--- src/rtl/kdcc_pkg.sv ---
// Package: types and constants for the key debounce and click classifier.
package kdcc_pkg;

  localparam int NUM_KEYS   = 3;
  localparam int MAX_EVENTS = 3;

  localparam logic [15:0] SAT16            = 16'hFFFF;
  localparam logic [15:0] DEBOUNCE_RESET   = 16'd20;
  localparam logic [15:0] LONG_PRESS_RESET = 16'd1000;
  localparam logic [15:0] DOUBLE_WIN_RESET = 16'd200;

  localparam logic [1:0] EV_SINGLE = 2'd0;
  localparam logic [1:0] EV_DOUBLE = 2'd1;
  localparam logic [1:0] EV_LONG   = 2'd2;

  typedef enum logic [1:0] {
    REG_DEBOUNCE_TICKS   = 2'd0,
    REG_LONG_PRESS_MS    = 2'd1,
    REG_DOUBLE_WINDOW_MS = 2'd2,
    REG_UNUSED           = 2'd3
  } cfg_reg_t;

  typedef struct packed {
    logic [2:0]  key_levels;
    logic [31:0] now_ms;
  } in_item_t;

  typedef struct packed {
    logic [1:0]  key_index;
    logic [1:0]  event_kind;
    logic [31:0] event_time;
    logic [15:0] held_ms;
    logic [15:0] gap_ms;
    logic        final_event;
  } out_item_t;

endpackage

--- src/rtl/key_debounce_click_classifier_unit.sv ---
// Top level: per-key debounce and single/double/long click event generation.
//
// Usage:
//   Input channel (in_valid/in_stall/in_data) carries one tick: raw key levels
//   and a millisecond timestamp. Output channel (out_valid/out_stall/out_data)
//   carries click events, in key order, final_event set on the last event of
//   a tick. A tick that causes no event produces no output item.
//   Configuration (cfg_valid/cfg_ready/cfg_index/cfg_data) writes the debounce
//   count, long-press time and double-click window; cfg_ready is always high.
// Timing:
//   An accepted tick waits in the input register until the result buffer is
//   free; it is then classified and its events land in a three-entry result
//   buffer, from which they leave one per cycle while out_stall is low. The
//   single output port drains the buffer; the next tick is classified once it
//   is empty or its last event leaves, and a tick yields at most three events.
// Reset: synchronous rst clears all key state to released/idle, empties the
//   pipeline and loads the default register values.
// Stall: while out_stall holds, the buffered event stays on out_data; one more
//   tick is held in the input register, after which in_stall rises.
module key_debounce_click_classifier_unit (
  input  logic               clk,
  input  logic               rst,
  input  logic               in_valid,
  output logic               in_stall,
  input  kdcc_pkg::in_item_t in_data,
  output logic               out_valid,
  input  logic               out_stall,
  output kdcc_pkg::out_item_t out_data,
  input  logic               cfg_valid,
  output logic               cfg_ready,
  input  logic [1:0]         cfg_index,
  input  logic [15:0]        cfg_data
);
  import kdcc_pkg::*;

  localparam int NCAND = 2 * NUM_KEYS;

  // configuration
  logic [15:0] debounce_ticks;
  logic [15:0] long_press_ms;
  logic [15:0] double_window_ms;

  // per-key state
  logic        prev_raw       [NUM_KEYS];
  logic        stable_state   [NUM_KEYS];
  logic [15:0] stable_count   [NUM_KEYS];
  logic        waiting_second [NUM_KEYS];
  logic        long_done      [NUM_KEYS];
  logic        skip_release   [NUM_KEYS];
  logic [31:0] press_time     [NUM_KEYS];
  logic [31:0] release_time   [NUM_KEYS];

  logic        prev_raw_next       [NUM_KEYS];
  logic        stable_state_next   [NUM_KEYS];
  logic [15:0] stable_count_next   [NUM_KEYS];
  logic        waiting_second_next [NUM_KEYS];
  logic        long_done_next      [NUM_KEYS];
  logic        skip_release_next   [NUM_KEYS];
  logic [31:0] press_time_next     [NUM_KEYS];
  logic [31:0] release_time_next   [NUM_KEYS];

  // input register
  logic     p_valid;
  in_item_t p_item;

  // event candidates: per key, slot 0 is the edge event, slot 1 long or timeout
  logic      cand_v [NCAND];
  out_item_t cand_e [NCAND];

  out_item_t   slot  [MAX_EVENTS];
  logic [1:0]  n_ev;

  // result buffer
  out_item_t   ev [MAX_EVENTS];
  logic [1:0]  rem;
  logic [1:0]  rd;

  logic out_take;
  logic buf_free;
  logic fire;

  assign cfg_ready = 1'b1;
  assign out_valid = (rem != 2'd0);
  assign out_data  = ev[rd];
  assign out_take  = out_valid && !out_stall;
  assign buf_free  = (rem == 2'd0) || (rem == 2'd1 && out_take);
  assign fire      = p_valid && buf_free;
  assign in_stall  = p_valid && !buf_free;

  always_ff @(posedge clk) begin
    if (rst) begin
      debounce_ticks   <= DEBOUNCE_RESET;
      long_press_ms    <= LONG_PRESS_RESET;
      double_window_ms <= DOUBLE_WIN_RESET;
    end else if (cfg_valid && cfg_ready) begin
      unique case (cfg_reg_t'(cfg_index))
        REG_DEBOUNCE_TICKS:   debounce_ticks   <= cfg_data;
        REG_LONG_PRESS_MS:    long_press_ms    <= cfg_data;
        REG_DOUBLE_WINDOW_MS: double_window_ms <= cfg_data;
        default: ;
      endcase
    end
  end

  always_ff @(posedge clk) begin
    if (rst) begin
      p_valid <= 1'b0;
    end else if (in_valid && !in_stall) begin
      p_valid <= 1'b1;
    end else if (fire) begin
      p_valid <= 1'b0;
    end
  end

  always_ff @(posedge clk) begin
    if (in_valid && !in_stall) begin
      p_item <= in_data;
    end
  end

  // per-key classification
  always_comb begin
    logic        lv;
    logic        edge_hit;
    logic        press_edge;
    logic        rel_edge;
    logic        set_rt;
    logic        w;
    logic        ld;
    logic        sk;
    logic [32:0] diff_r;
    logic [32:0] diff_p;
    logic [31:0] hold;
    logic [31:0] now;

    now = p_item.now_ms;
    for (int k = 0; k < NUM_KEYS; k++) begin
      lv = p_item.key_levels[k];

      prev_raw_next[k] = lv;
      if (lv == prev_raw[k]) begin
        stable_count_next[k] = (stable_count[k] < SAT16) ? stable_count[k] + 16'd1
                                                           : stable_count[k];
      end else begin
        stable_count_next[k] = '0;
      end

      edge_hit   = (stable_state[k] != lv) && (stable_count_next[k] >= debounce_ticks);
      press_edge = edge_hit && lv;
      rel_edge   = edge_hit && !lv;
      stable_state_next[k] = edge_hit ? lv : stable_state[k];

      diff_r = {1'b0, now} - {1'b0, release_time[k]};
      diff_p = {1'b0, now} - {1'b0, press_time[k]};

      w  = waiting_second[k];
      ld = long_done[k];
      sk = skip_release[k];
      set_rt = 1'b0;
      press_time_next[k]   = press_time[k];
      release_time_next[k] = release_time[k];

      cand_v[2*k]   = 1'b0;
      cand_v[2*k+1] = 1'b0;
      cand_e[2*k]   = '{key_index: 2'(k), event_kind: EV_SINGLE,
                        event_time: release_time[k], held_ms: '0, gap_ms: '0,
                        final_event: 1'b0};
      cand_e[2*k+1] = cand_e[2*k];

      if (press_edge) begin
        press_time_next[k] = now;
        ld = 1'b0;
        if (w) begin
          if (!diff_r[32]) begin
            cand_v[2*k] = 1'b1;
            if (diff_r[31:0] <= 32'(double_window_ms)) begin
              cand_e[2*k].event_kind = EV_DOUBLE;
              cand_e[2*k].event_time = now;
              cand_e[2*k].gap_ms     = diff_r[15:0];
              sk = 1'b1;
            end
          end
          w = 1'b0;
        end
      end

      if (rel_edge) begin
        if (sk) begin
          sk = 1'b0;
          w  = 1'b0;
        end else if (ld) begin
          w = 1'b0;
        end else if (!w) begin
          w = 1'b1;
          release_time_next[k] = now;
          set_rt = 1'b1;
        end
      end

      // a press on this tick measures zero hold time
      hold = press_edge ? 32'd0 : diff_p[31:0];
      if (stable_state_next[k] && !ld && !sk && (press_edge || !diff_p[32])) begin
        if (hold >= 32'(long_press_ms)) begin
          ld = 1'b1;
          w  = 1'b0;
          cand_v[2*k+1] = 1'b1;
          cand_e[2*k+1].event_kind = EV_LONG;
          cand_e[2*k+1].event_time = now;
          cand_e[2*k+1].held_ms    = long_press_ms;
        end
      end

      // release time stored this tick gives a zero gap: never a timeout
      if (w && !set_rt) begin
        if (diff_r[32]) begin
          w = 1'b0;
        end else if (diff_r[31:0] > 32'(double_window_ms)) begin
          w = 1'b0;
          cand_v[2*k+1] = 1'b1;
        end
      end

      waiting_second_next[k] = w;
      long_done_next[k]      = ld;
      skip_release_next[k]   = sk;
    end
  end

  // keep the first events in key order, drop the rest
  always_comb begin
    for (int j = 0; j < MAX_EVENTS; j++) begin
      slot[j] = cand_e[0];
    end
    n_ev = '0;
    for (int c = 0; c < NCAND; c++) begin
      if (cand_v[c] && n_ev != 2'(MAX_EVENTS)) begin
        slot[n_ev] = cand_e[c];
        n_ev = n_ev + 2'd1;
      end
    end
    for (int j = 0; j < MAX_EVENTS; j++) begin
      slot[j].final_event = (2'(j) + 2'd1 == n_ev);
    end
  end

  always_ff @(posedge clk) begin
    if (rst) begin
      for (int k = 0; k < NUM_KEYS; k++) begin
        prev_raw[k]       <= 1'b0;
        stable_state[k]   <= 1'b0;
        stable_count[k]   <= '0;
        waiting_second[k] <= 1'b0;
        long_done[k]      <= 1'b0;
        skip_release[k]   <= 1'b0;
        press_time[k]     <= '0;
        release_time[k]   <= '0;
      end
    end else if (fire) begin
      for (int k = 0; k < NUM_KEYS; k++) begin
        prev_raw[k]       <= prev_raw_next[k];
        stable_state[k]   <= stable_state_next[k];
        stable_count[k]   <= stable_count_next[k];
        waiting_second[k] <= waiting_second_next[k];
        long_done[k]      <= long_done_next[k];
        skip_release[k]   <= skip_release_next[k];
        press_time[k]     <= press_time_next[k];
        release_time[k]   <= release_time_next[k];
      end
    end
  end

  always_ff @(posedge clk) begin
    if (rst) begin
      rem <= '0;
      rd  <= '0;
    end else if (fire) begin
      rem <= n_ev;
      rd  <= '0;
    end else if (out_take) begin
      rem <= rem - 2'd1;
      if (rem > 2'd1) begin
        rd <= rd + 2'd1;
      end
    end
  end

  always_ff @(posedge clk) begin
    if (fire) begin
      for (int j = 0; j < MAX_EVENTS; j++) begin
        ev[j] <= slot[j];
      end
    end
  end

endmodule
--- config.mk ---
export PLATFORM = sky130hd
export DESIGN_NAME = key_debounce_click_classifier_unit
export DESIGN_NICKNAME = d
export VERILOG_FILES = /design/src/rtl/kdcc_pkg.sv /design/src/rtl/key_debounce_click_classifier_unit.sv
export SDC_FILE = /design/constraint.sdc
export NUM_CORES = 2
export LEC_CHECK = 0
export BUFFER_PORTS_ARGS = -buffer_cell sky130_fd_sc_hd__buf_2
export CORE_MARGIN = 4
export CORE_UTILIZATION = 60
export CTS_CLUSTER_DIAMETER = 50
export DETAILED_ROUTE_END_ITERATION = 10
export PLACE_DENSITY = 0.8
export RECOVER_POWER = 100
export SYNTH_ARGS = -nofsm -noshare
export SYNTH_HDL_FRONTEND = slang
export SYNTH_SLANG_ARGS = --single-unit
--- constraint.sdc ---
create_clock -name clk -period 20.4 [get_ports clk]
set_clock_uncertainty 0.05 [all_clocks]
set_input_delay 2.04 -clock clk [delete_from_list [all_inputs] [get_ports clk]]
set_output_delay 2.04 -clock clk [all_outputs]
set_load 0.01 [all_outputs]
Word-level counts from Yosys, hierarchy flattened. Memory sizes are Yosys's and may differ from the RTL's. A register that Yosys moved wholly into a read port is not among the register bits. Index checks and enable logic that the tools add are counted.

Register bits after elaboration: 88. RAM bits: 462. Input bits: 58. Output and inout port bits: 72. Logic and storage cells: 379. Memories kept: 9.

Add/sub/neg operators: 16. $lt $le $gt $ge: 26. Equal/unequal tests: 17. Multiplexer cells: 206. Bitwise operators: 29. Reductions and logical operators: 68.

Memories: ev (words 3, width 69, rd ports 1, clocked after Yosys merged registers in 1, wr ports 3, line key_debounce_click_classifier_unit.sv:74) `out_item_t ev [MAX_EVENTS];`; press_time (words 3, width 32, rd ports 3, clocked after Yosys merged registers in 0, wr ports 3, line key_debounce_click_classifier_unit.sv:50) `logic [31:0] press_time [NUM_KEYS];`; release_time (words 3, width 32, rd ports 3, clocked after Yosys merged registers in 0, wr ports 3, line key_debounce_click_classifier_unit.sv:51) `logic [31:0] release_time [NUM_KEYS];`; stable_count (words 3, width 16, rd ports 3, clocked after Yosys merged registers in 0, wr ports 3, line key_debounce_click_classifier_unit.sv:46) `logic [15:0] stable_count [NUM_KEYS];`; long_done (words 3, width 1, rd ports 3, clocked after Yosys merged registers in 0, wr ports 3, line key_debounce_click_classifier_unit.sv:48) `logic long_done [NUM_KEYS];`; prev_raw (words 3, width 1, rd ports 3, clocked after Yosys merged registers in 0, wr ports 3, line key_debounce_click_classifier_unit.sv:44) `logic prev_raw [NUM_KEYS];`; +3 memories.

Operator list (count): $bwmux 207 (5); $mux 207 (5); $mux 32 (24); $demux 69 s2 (5); $mux 33 (12); $mux 69 (5); $mux 16 (21); $mux 50 (6); $sub 32x32->33 (6); $mux 1 (114); $ge 32x16->1 (3); $gt 32x16->1 (3); $le 32x16->1 (3); $add 16x1->16 const B (3); $ge 16x16->1 (3); $lt 16x16->1 const B (3); $logic_and 1x1->1 (36); $or 1x1->1 (24); $logic_not 1->1 (18); $mux 2 (9); $ge 3x3->1 const B (5); $lt 3x1->1 const B (5); $not 2->3 (5); $add 2x1->2 const B (6); other kinds (14) (33).

Depth between registers and ports, before layout. An unclocked memory read counts as a cell.

Depth in word-level cells: 34. Gate-level depth with buffers: 55. Gate-level depth less buffers: 50.

Least setup slack after synthesis. Ideal clock, no wire load.

Path type: flip-flop to flip-flop. From: memory stable_count[0][2]. To: memory ev[0][34] (netlist name), data pin. Arrival time: 10.460 ns. Slack: 9.631 ns. Stages on the path, launching flop included: 51. Period minus slack after synthesis: 10.769 ns. Cell sequence: edfxtp_1 > and3_1 > and3_1 > nand3_1 > nor2_1 > and2_1 > nand3_1 > or2_2 > clkbuf_1 > clkbuf_1 > mux2i_1 > nor2_1 > ha_1 > a21o_1 > a21o_1 > a21oi_1 > o21ai_0 > nand2_1 > [15 not listed] > nor2_1 > inv_1 > a21oi_1 > inv_1 > ha_1 > or3_1 > a2bb2oi_2 > xnor2_1 > ha_1 > nor2_1 > mux2i_1 > ha_1 > nand2b_1 > o21ai_2 > or4_4 > buf_2 > o21ai_1 > a21oi_1.

RTL lines (line): start: declaration (key_debounce_click_classifier_unit.sv:46); end: declaration (key_debounce_click_classifier_unit.sv:74).

==> impl_metrics.env <==
export IMPL_nets=5095
export IMPL_violations="max-capacitance violations, max-slew violations"
export IMPL_drive_above_1_share=0.0632
export IMPL_clock_latency_ns=0.63
export IMPL_hp_class="reg -> reg"
export IMPL_hold_violations=0
export IMPL_fin_cells=5615
export IMPL_reg2reg_from="stable_count[0][19]$_SDFFCE_PN0P_"
export IMPL_clk_pin_slew_worst_paths_ns=0.06
export IMPL_antenna_found_initial=3
export IMPL_rsz0062_at_grt="false"
export IMPL_syn_area_sq_mm=0.0414
export IMPL_wl_um=139000
export IMPL_die_h_um=271
export IMPL_hold_buffers=0
export IMPL_synth_cell_types=98
export IMPL_grt_max_degree=113
export IMPL_vias_per_cell=6.76
export IMPL_timing_fmax_ghz=0.0603
export IMPL_ys_async_sr_fraction=0
export IMPL_synthCells=4625
export IMPL_irDropWorstVdd_v=0.0000846
export IMPL_ys_seq_area_frac=0.387
export IMPL_p_leak_nw=17.4
export IMPL_fp_coreArea_sq_mm=0.0685
export IMPL_clkSinkCount=552
export IMPL_io_pins=130
export IMPL_max_slew_margin_rel=-2.49
export IMPL_gr_total_overflow=0
export IMPL_synth_most_common_cell="edfxtp_1"
export IMPL_synth_edf_count=497
export IMPL_setup_ws_ns=3.83
export IMPL_critical_path_endpoint_type="flip-flop"
export IMPL_p_total_w=0.00490
export IMPL_tritoncts_num_buffers=70
export IMPL_synth_mux_area_frac=0.0307
export IMPL_max_stage_delay_ns=2.15
export IMPL_endpoint="ev[2][21]$_DFFE_PP_"
export IMPL_rr_endpoint="ev[2][21]$_DFFE_PP_"
export IMPL_drc=0
export IMPL_syn_avg_cell_area_sq_um=8.96
export IMPL_reg2reg_slack_ns=3.83
export IMPL_critPathRequiredTime_ns=20.69
export IMPL_grt_total_usage=0.365
export IMPL_drtIter0Drc=5475
export IMPL_cts_tree="built"
export IMPL_period_minus_slack_ns=16.57
export IMPL_ys_ff_latch=552
export IMPL_cts_resized=0
export IMPL_multi_input_area_sq_mm=0.0234
export IMPL_synthAdderAreaFrac=0.111
export IMPL_syn_nets=5046
export IMPL_cp_arrival_ns=16.87
export IMPL_setup_worst_path_start_class="flip-flop"
export IMPL_firstDrtPassIters=7
export IMPL_rows=96
export IMPL_startpoint="stable_count[0][19]$_SDFFCE_PN0P_"
export IMPL_maxCapViolCount=24
export IMPL_fin_crit_sh=0.812
export IMPL_dpl_hpwl_um=98900
export IMPL_die_area_sq_mm=0.0733
export IMPL_dp_cells=5484
export IMPL_synth_compound_area_frac=0.220
export IMPL_setup_viol=0
export IMPL_clock_root_buffer="clkbuf_16"
export IMPL_synth_top_flop_cell="edfxtp_1"
export IMPL_synth_commonest_cells="edfxtp_1 (497), nor2_1 (458), nand2_1 (434)"
export IMPL_seqCellArea_sq_mm=0.0160
export IMPL_portBuffers=128
export IMPL_final_setup_tns_ns=0
export IMPL_p_per_area_mw_per_mm2=109
export IMPL_cpMostUsedCell="nor2_1"
export IMPL_ctsHtreeMaxLevel=3
export IMPL_vias=37941
export IMPL_dieWidth_um=271
export IMPL_wl_per_cell_um=24.7
export IMPL_place_area_sq_mm=0.0429
export IMPL_rr_worst_depth=44
export IMPL_ys_warnings_count=0
export IMPL_tightest_slew_ns=5.19
export IMPL_area_growth_synth_to_final_pct=8.63
export IMPL_start_util=0.605
export IMPL_synth_xor_xnor_area_share=0.0313
export IMPL_synth_simple_area_share=0.170
export IMPL_ant_nets=0
export IMPL_worstSetupPathType="reg -> reg"
export IMPL_grt_pass1_vias=35967
export IMPL_grt_pass1_wl_um=209000
export IMPL_synth_area_leaders="edfxtp_1 (36%), ha_1 (11%), a21oi_1 (4.5%)"
export IMPL_synth_top_cell_area_share=0.360
export IMPL_synth_top_family_by_area="compound AO/OA/AOI/OAI gates"
export IMPL_place_congestion=1.05
export IMPL_worst_path_max_fanout=35
export IMPL_slew_viol_final=933
export IMPL_yosysTopAreaCell="edfxtp_1"
export IMPL_max_clock_path_buffers=3
export IMPL_crit_path_top_delay_cell="o41ai_1"
export IMPL_stdcell_area_sq_mm=0.0450
export IMPL_fillCellCount=5639
export IMPL_post_cts_buffers=0
export IMPL_status="complete, but fails checks"
export IMPL_dpl_worst_slack_ns=6.94
[stage by stage]
step | hold slack (ns) | utilization
after floorplan | 0.386 | -
after global placement | 0.391 | 0.627
after detailed placement | 0.397 | 0.627
after CTS | 0.404 | 0.661
after global routing | 0.428 | 0.657
final | 0.403 | 0.657
[power breakdown]
group / switching [W] / internal [W] / leakage, nW / total, W
registers: 0.0000835 / 0.00149 / 5.42 / 0.00157
logic: 0.00137 / 0.000702 / 10.9 / 0.00207
clock network: 0.000527 / 0.000732 / 1.14 / 0.00126
[cell families (layout without fill, tap and decap cells)]
kind of cell | Yosys count | count (layout)
flops | 552 | 552
fa+ha+maj | 363 | 363
mux | 125 | 125
xor+xnor | 147 | 147
compound gates | 1394 | 1394
other cells | 1 | 3
simple gates | 1506 | 1506
buf+inv | 537 | 643
[per-layer routing]
metal	GRT usage	routed length, um	vias to the layer above	share of wire
li1	-	-	17255	-
met1	0.470	53200	17558	0.38
met2	0.566	59600	2543	0.43
met3	0.0854	16400	583	0.12
met4	0.210	9580	2	0.069
met5	0	13	-	0.000094
[worst min-delay path by stage]
stage	from	end	slack (ns)	depth (start not counted)
final	debounce_ticks[9]$_SDFFE_PP0P_	debounce_ticks[9]$_SDFFE_PP0P_	0.40	2
after CTS	debounce_ticks[6]$_SDFFE_PP0P_	debounce_ticks[6]$_SDFFE_PP0P_	0.40	2
after floorplan	debounce_ticks[10]$_SDFFE_PP0P_	debounce_ticks[10]$_SDFFE_PP0P_	0.39	2
after global placement	debounce_ticks[7]$_SDFFE_PP0P_	debounce_ticks[7]$_SDFFE_PP0P_	0.39	2
after global routing	debounce_ticks[7]$_SDFFE_PP0P_	debounce_ticks[7]$_SDFFE_PP0P_	0.43	2
after detailed placement	debounce_ticks[6]$_SDFFE_PP0P_	debounce_ticks[6]$_SDFFE_PP0P_	0.40	2
[area by class of cell]
cell class,count,share of cell area
tap,882,0.0245
clock buffer,83,0.0407
multi-input combinational,3536,0.520
sequential,552,0.356
inverter,326,0.0272
timing repair buffer,188,0.0206
clock inverter,46,0.0110
antenna,2,0.000111
[critical path, delay by kind of cell (launching register included)]
family                   cells  cell delay [ns]
AO/OA/AOI/OAI               12             7.42
AND/OR/NAND/NOR             22             4.26
buffers and inverters        3             2.25
adder cells (fa/ha/maj)      4             1.15
XOR/XNOR                     3             0.71
flip-flops                   1             0.40
[registers in the layout (all words and copies together) (netlist names), named ones only]
signal	cells
release_time	96
press_time	96
long_done	3
double_window_ms	16
p_item	35
rem	2
prev_raw	3
ev	207
long_press_ms	16
p_valid	1
debounce_ticks	16
rd	2
skip_release	3
waiting_second	3
stable_count	48
stable_state	3
[placed cells by master (no fill, tap or decap), types with 70 or more instances in the layout]
| cell type | count |
|---|---|
| mux2i_1 | 109 |
| a21o_1 | 94 |
| nand3_1 | 136 |
| edfxtp_1 | 497 |
| clkbuf_16 | 70 |
| inv_1 | 324 |
| nor3_1 | 84 |
| xnor2_1 | 72 |
| clkbuf_1 | 106 |
| ha_1 | 356 |
| o22ai_1 | 78 |
| nand2_1 | 430 |
| o21ai_0 | 260 |
| nor2_1 | 458 |
| a21oi_1 | 375 |
| xor2_1 | 73 |
Note: power is estimated with default switching activity, not from simulation.
